### src/rtl/cldl_pkg.sv
// Package with types, op codes and constants for the circular list block.
package cldl_pkg;
  localparam int DataWidth = 32;
  localparam int Capacity = 256;

  typedef enum logic [2:0] {
    OP_APPEND = 3'd0,
    OP_REMOVE = 3'd1,
    OP_FWD    = 3'd2,
    OP_BACK   = 3'd3,
    OP_HEAD   = 3'd4,
    OP_POP    = 3'd5,
    OP_CLEAR  = 3'd6,
    OP_NONE   = 3'd7
  } op_t;

  localparam logic [1:0] ST_DONE  = 2'd0;
  localparam logic [1:0] ST_FULL  = 2'd1;
  localparam logic [1:0] ST_EMPTY = 2'd2;

  typedef struct packed {
    logic [2:0]  op;
    logic [31:0] data_in;
    logic [9:0]  move_steps;
  } in_t;

  typedef struct packed {
    logic [1:0]  status;
    logic [8:0]  count;
    logic        cursor_valid;
    logic [31:0] cursor_value;
  } out_t;
endpackage

### src/rtl/cldl_front.sv
// Front end: a two-entry queue toward the list engine.
module cldl_front (
  input  logic          clk,
  input  logic          rst,
  input  logic          in_valid,
  output logic          in_stall,
  input  cldl_pkg::in_t in_item,
  output logic          q_valid,
  input  logic          q_take,
  output cldl_pkg::in_t q_item
);
  cldl_pkg::in_t slot0;
  cldl_pkg::in_t slot1;
  logic [1:0] fill;
  logic push;

  assign in_stall = (fill == 2'd2);
  assign push = in_valid && !in_stall;
  assign q_valid = (fill != 2'd0);
  assign q_item = slot0;

  always_ff @(posedge clk) begin
    if (rst) begin
      fill <= 2'd0;
    end else begin
      fill <= fill + {1'b0, push} - {1'b0, q_take};
    end
  end

  always_ff @(posedge clk) begin
    if (q_take) begin
      slot0 <= slot1;
      if (push && fill == 2'd1) slot0 <= in_item;
      if (push && fill == 2'd2) slot1 <= in_item;
    end else begin
      if (push && fill == 2'd0) slot0 <= in_item;
      if (push && fill == 2'd1) slot1 <= in_item;
    end
  end
endmodule

### config.mk
export PLATFORM = sky130hd
export DESIGN_NAME = cldl_front
export DESIGN_NICKNAME = d
export VERILOG_FILES = /design/src/rtl/cldl_pkg.sv /design/src/rtl/cldl_front.sv
export SDC_FILE = /design/constraint.sdc
export NUM_CORES = 1
export LEC_CHECK = 0
export BUFFER_PORTS_ARGS = -buffer_cell sky130_fd_sc_hd__clkbuf_2
export CORE_MARGIN = 2
export CORE_UTILIZATION = 50
export CTS_CLUSTER_SIZE = 12
export DETAILED_ROUTE_END_ITERATION = 10
export HOLD_SLACK_MARGIN = 0.12
export PLACE_DENSITY = 0.76
export SLEW_MARGIN = 10
export SYNTH_ARGS = -nofsm -noshare
export SYNTH_HDL_FRONTEND = slang
export SYNTH_SLANG_ARGS = --single-unit
### constraint.sdc
create_clock -name clk -period 5.7 [get_ports clk]
set_input_delay 1.14 -clock clk [delete_from_list [all_inputs] [get_ports clk]]
set_output_delay 1.14 -clock clk [all_outputs]
set_load 0.05 [all_outputs]
### After elaboration in Yosys (flattened, before gate mapping)

Index checks and enable logic that the tools add are counted.

* input bits: 49
* output and inout bits: 47
* register bits: 92
* logic and storage cells: 25

* equality and inequality tests: 3
* $add $sub $neg: 2
* mux-type cells: 5
* reductions and logical operators: 8

Operators with widths (number)
* 45-bit 2-to-1 mux: 5
* 1-bit logical AND: 4
* 2-bit nonzero test: 2
* 2-bit by 1-bit adder with 2-bit output: 1
* 2-bit by 1-bit equality test with 1-bit output, second input constant: 1
* 2-bit equality test, second input constant: 1
* 2-bit logical NOT: 1
* 2-bit by 1-bit inequality test with 1-bit output, second input constant: 1
* 2-bit by 1-bit subtractor with 2-bit output: 1
* 1-bit logical NOT: 1

### Longest topological paths before layout

* word-level depth: 6
* gate-level depth with buffers: 8

### Worst setup path after synthesis

Ideal clock, no wire load.

* path kind: input to register
* start: input port in_valid
* end: register slot0 (netlist bit q_item[0]) (enable)
* data required time: 5190 ps
* setup slack: 389 ps
* data arrival time: 4801 ps
* library setup time: 510 ps
* cell stages on the path: 4
* cell sequence: buf_4 > clkbuf_1 > inv_1 > o21ai_0

* word-level cells in the longest chain between the ends: 3

RTL lines
* start, declared: line cldl_front.sv:5 `input logic in_valid,`
* 1-bit logical AND: line cldl_front.sv:18 `assign push = in_valid && !in_stall;`
* 1-bit logical AND: line cldl_front.sv:36 `if (push && fill == 2'd0) slot0 <= in_item;`
* 2-bit nonzero test (no source line)
* end signal, assigned: line cldl_front.sv:32 `slot0 <= slot1;`
* end signal, assigned: line cldl_front.sv:33 `if (push && fill == 2'd1) slot0 <= in_item;`
* end signal, assigned: line cldl_front.sv:36
* end, declared: line cldl_front.sv:12 `cldl_pkg::in_t slot0;`

No other way between the ends.
A chain may end at the register's enable or synchronous reset.

### Worst setup path in the final report

* start: input port in_valid
* end: register slot0 (netlist bit q_item[32]) (enable)

The elaborated chain is that of the path after synthesis.

==> impl_metrics.yaml <==
critical_path:
  cp.required_ns: 5.74
  crit_family: "buffers and inverters"
  rrSetupSlack_ns: 3.08
  path_common_cell: "buf_4"
  cp_slowest_cell: "o21ai_4"
  worstSetupStartpointType: "input pin"
  path_max_fanout: 29
  cpPeakStageDelay_ns: 0.72
  crit_chain: "clkbuf_2, buf_4, inv_1, o21ai_4, buf_4"
  path_class: "in -> reg"
  critPathCaptureType: "flop"
  worstPathArrival_ns: 3.27
  path_buf_inv: 4
run_status:
  status: "completed"
clock_network:
  cts_root_buffer: "clkbuf_8"
  cts_hold_buf: 0
  clk_path_buf_depth: 2
  ctsResizeCount: 0
  clock_sinks: 92
  cts_tree: "yes"
  cts_setup_buffers: 0
  clk_latency_ns: 0.36
  cts_max_level: 3
  clk_pin_slew_ns: 0.09
  cts-buffers-inserted: 9
die:
  initial_core_util_pct: 51.5
  row_count: 37
  fp.dieArea_um2: 11500
  die_h_um: 107
  die_width_um: 107
  core_um2: 10300
  num_io_pins: 96
yosys:
  yosys.area_share.xor_xnor_pct: 0.424
  synth-seq-cells: 92
  synth_area_um2: 5310
  yosysSeqAreaShare_pct: 51.6
  synth-async-reset-ratio_pct: 0
  syn_inst: 420
  post-synth-top-count-cell: "edfxtp_1"
  synth_nets: 471
  synth_fa_ha_area_share_pct: 0.471
  synthSimpleGateAreaFrac_pct: 16.6
  synth_top_area_share_pct: 50.9
  synth.area.top_cells: "edfxtp_1, o311ai_2, nand4b_1"
  ys_warn_count: 0
  synthMuxAreaShare_pct: 0
  syn_avg_cell_area_um2: 12.7
  synth-compound-area-share_pct: 22.1
  synth.distinct_cells: 22
  synth_top_family_by_area: "compound AO/OA/AOI/OAI gates"
  synth_edf_count: 90
  yosys-top-cells-count: "edfxtp_1, o311ai_2, inv_1"
  yosys.area.top_type: "edfxtp_1"
  ys.flop_type: "edfxtp_1"
sta:
  rsz0062_at_grt: "false"
  worst_pin_slew_ns: 1.16
  finalSetupViolCount: 0
  fin_crit_sh_pct: 56.6
  clock_skew_ns: 0.00973
  drv_slew: 0
  fin_setup_tns_ns: 0
  slew_headroom_pct: 22.6
  setup_ws_ns: 2.48
  hold_viol_final: 0
  period_needed_ns: 3.22
  fmax_ghz: 0.310
layout:
  postLayoutCoreUtil_pct: 57.8
  stdcell_count: 629
  drive_above_1_share_pct: 34.9
  diodes: 0
  nFillCells: 830
  syn_to_final_growth_pct: 12.2
  nets: 539
power:
  seqPwrFrac_pct: 41.8
  p_switching_uw: 877
  ir_worst_vdd_v: 0.000179
  p_per_area_nw_per_um2: 381
  power_frac_comb_pct: 37.1
  p_leak_uw: 0.00225
  total_power_uw: 2270
  p_clk_share_pct: 21.1
  power.internal_uw: 1400
  netSwitchingFraction_pct: 38.6
placed_design:
  place_ws_ns: 2.09
  place_congestion: 0.736
  port_buffers: 95
  dp_cells: 613
  dp_hpwl_um: 6770
route:
  vias: 3769
  wl_per_cell_um: 17.7
  drt-initial-drc-count: 307
  vias_per_cell: 5.99
  drtAntennaViolNets: 0
  drt_wl_total_um: 11100
  route.detailed.drc: 0
  drt_first_pass_iters: 6
grt:
  grt_overflow_total: 0
  grt_max_degree: 91
  grt_pass1_vias: 3581
  grt.total_usage_pct: 20.0
  grt_pass1_wl_um: 18000
  antenna_found_initial: 0
run:
  cap_violations: 0
hold_path:
  hp-class: "reg -> reg"
==> worst paths after layout <==
path / endpoint / depth (start not counted) / start
worst max-delay path: q_item[32] / 5 / in_valid
worst min-delay path: q_item[17] / 2 / slot1[17]
worst max register to register: q_item[6] / 4 / fill[1]
worst min register to register: q_item[17] / 2 / slot1[17]
==> power by group through the flow <==
stage | logic [µW] | clock network (µW) | registers (µW)
2_1_floorplan | 432 | 0 | 1220
3_3_place_gp | 833 | 0 | 965
3_5_place_dp | 846 | 0 | 966
4_1_cts | 849 | 490 | 952
5_1_grt | 899 | 517 | 963
6_report | 844 | 479 | 950
==> worst reg2reg max path, cell delays in order, from the launching register on <==
cell and delay [ns]:
dfxtp_1 0.31, buf_4 0.26, and3b_4 1.09, buf_4 0.54, o311ai_2 0.13
==> through the flow <==
step           area (µm²)  hold WS [ns]
3_5_place_dp         5750         0.699
3_3_place_gp         5750         0.685
5_1_grt              5960         0.734
2_1_floorplan        5310         0.597
6_report             5960         0.716
4_1_cts              5960         0.716
==> routing by layer <==
| metal | up-vias | part of all wire [%] | global-route usage, % |
|---|---|---|---|
| met1 | 1876 | 44 | 27.1 |
| met3 | 18 | 5.5 | 4.50 |
| met2 | 106 | 48 | 31.3 |
| met4 | 0 | 2.0 | 7.88 |
| li1 | 1769 | - | - |
| met5 | - | 0 | 0 |
==> state kept, by name, summed over array words and instances, names as in the netlist <==
name    count
fill        2
q_item     45
slot1      45
==> layout by cell type (no fill, tap or decap), types with 8 or more instances in the layout <==
| master | netlist | final |
|---|---|---|
| clkbuf_8 | 0 | 9 |
| clkbuf_2 | 3 | 94 |
| o311ai_1 | 39 | 39 |
| o311ai_2 | 51 | 51 |
| nand4b_1 | 45 | 45 |
| inv_1 | 47 | 47 |
| edfxtp_1 | 90 | 90 |
| nand2b_1 | 46 | 46 |
| buf_4 | 6 | 8 |
| nand2_1 | 45 | 45 |
==> cell type report <==
class / count / area, µm² / share of cell area [%]
clock buffers: 9 / 124 / 2.08
flip-flops and latches: 92 / 2740 / 46.0
well taps: 136 / 170 / 2.85
multi-input cells: 235 / 2120 / 35.6
inverters: 48 / 181 / 3.04
repair buffers: 102 / 531 / 8.90
clock inverters: 7 / 91.3 / 1.53
==> cells by family (layout without fill, tap and decap cells) <==
| kind of cell | after synthesis | count (layout) |
|---|---|---|
| flops | 92 | 92 |
| buf+inv | 93 | 166 |
| xor+xnor | 1 | 1 |
| compound gates | 91 | 91 |
| fa+ha+maj | 2 | 2 |
| simple gates | 141 | 141 |
(Power assumes the default switching activity.)
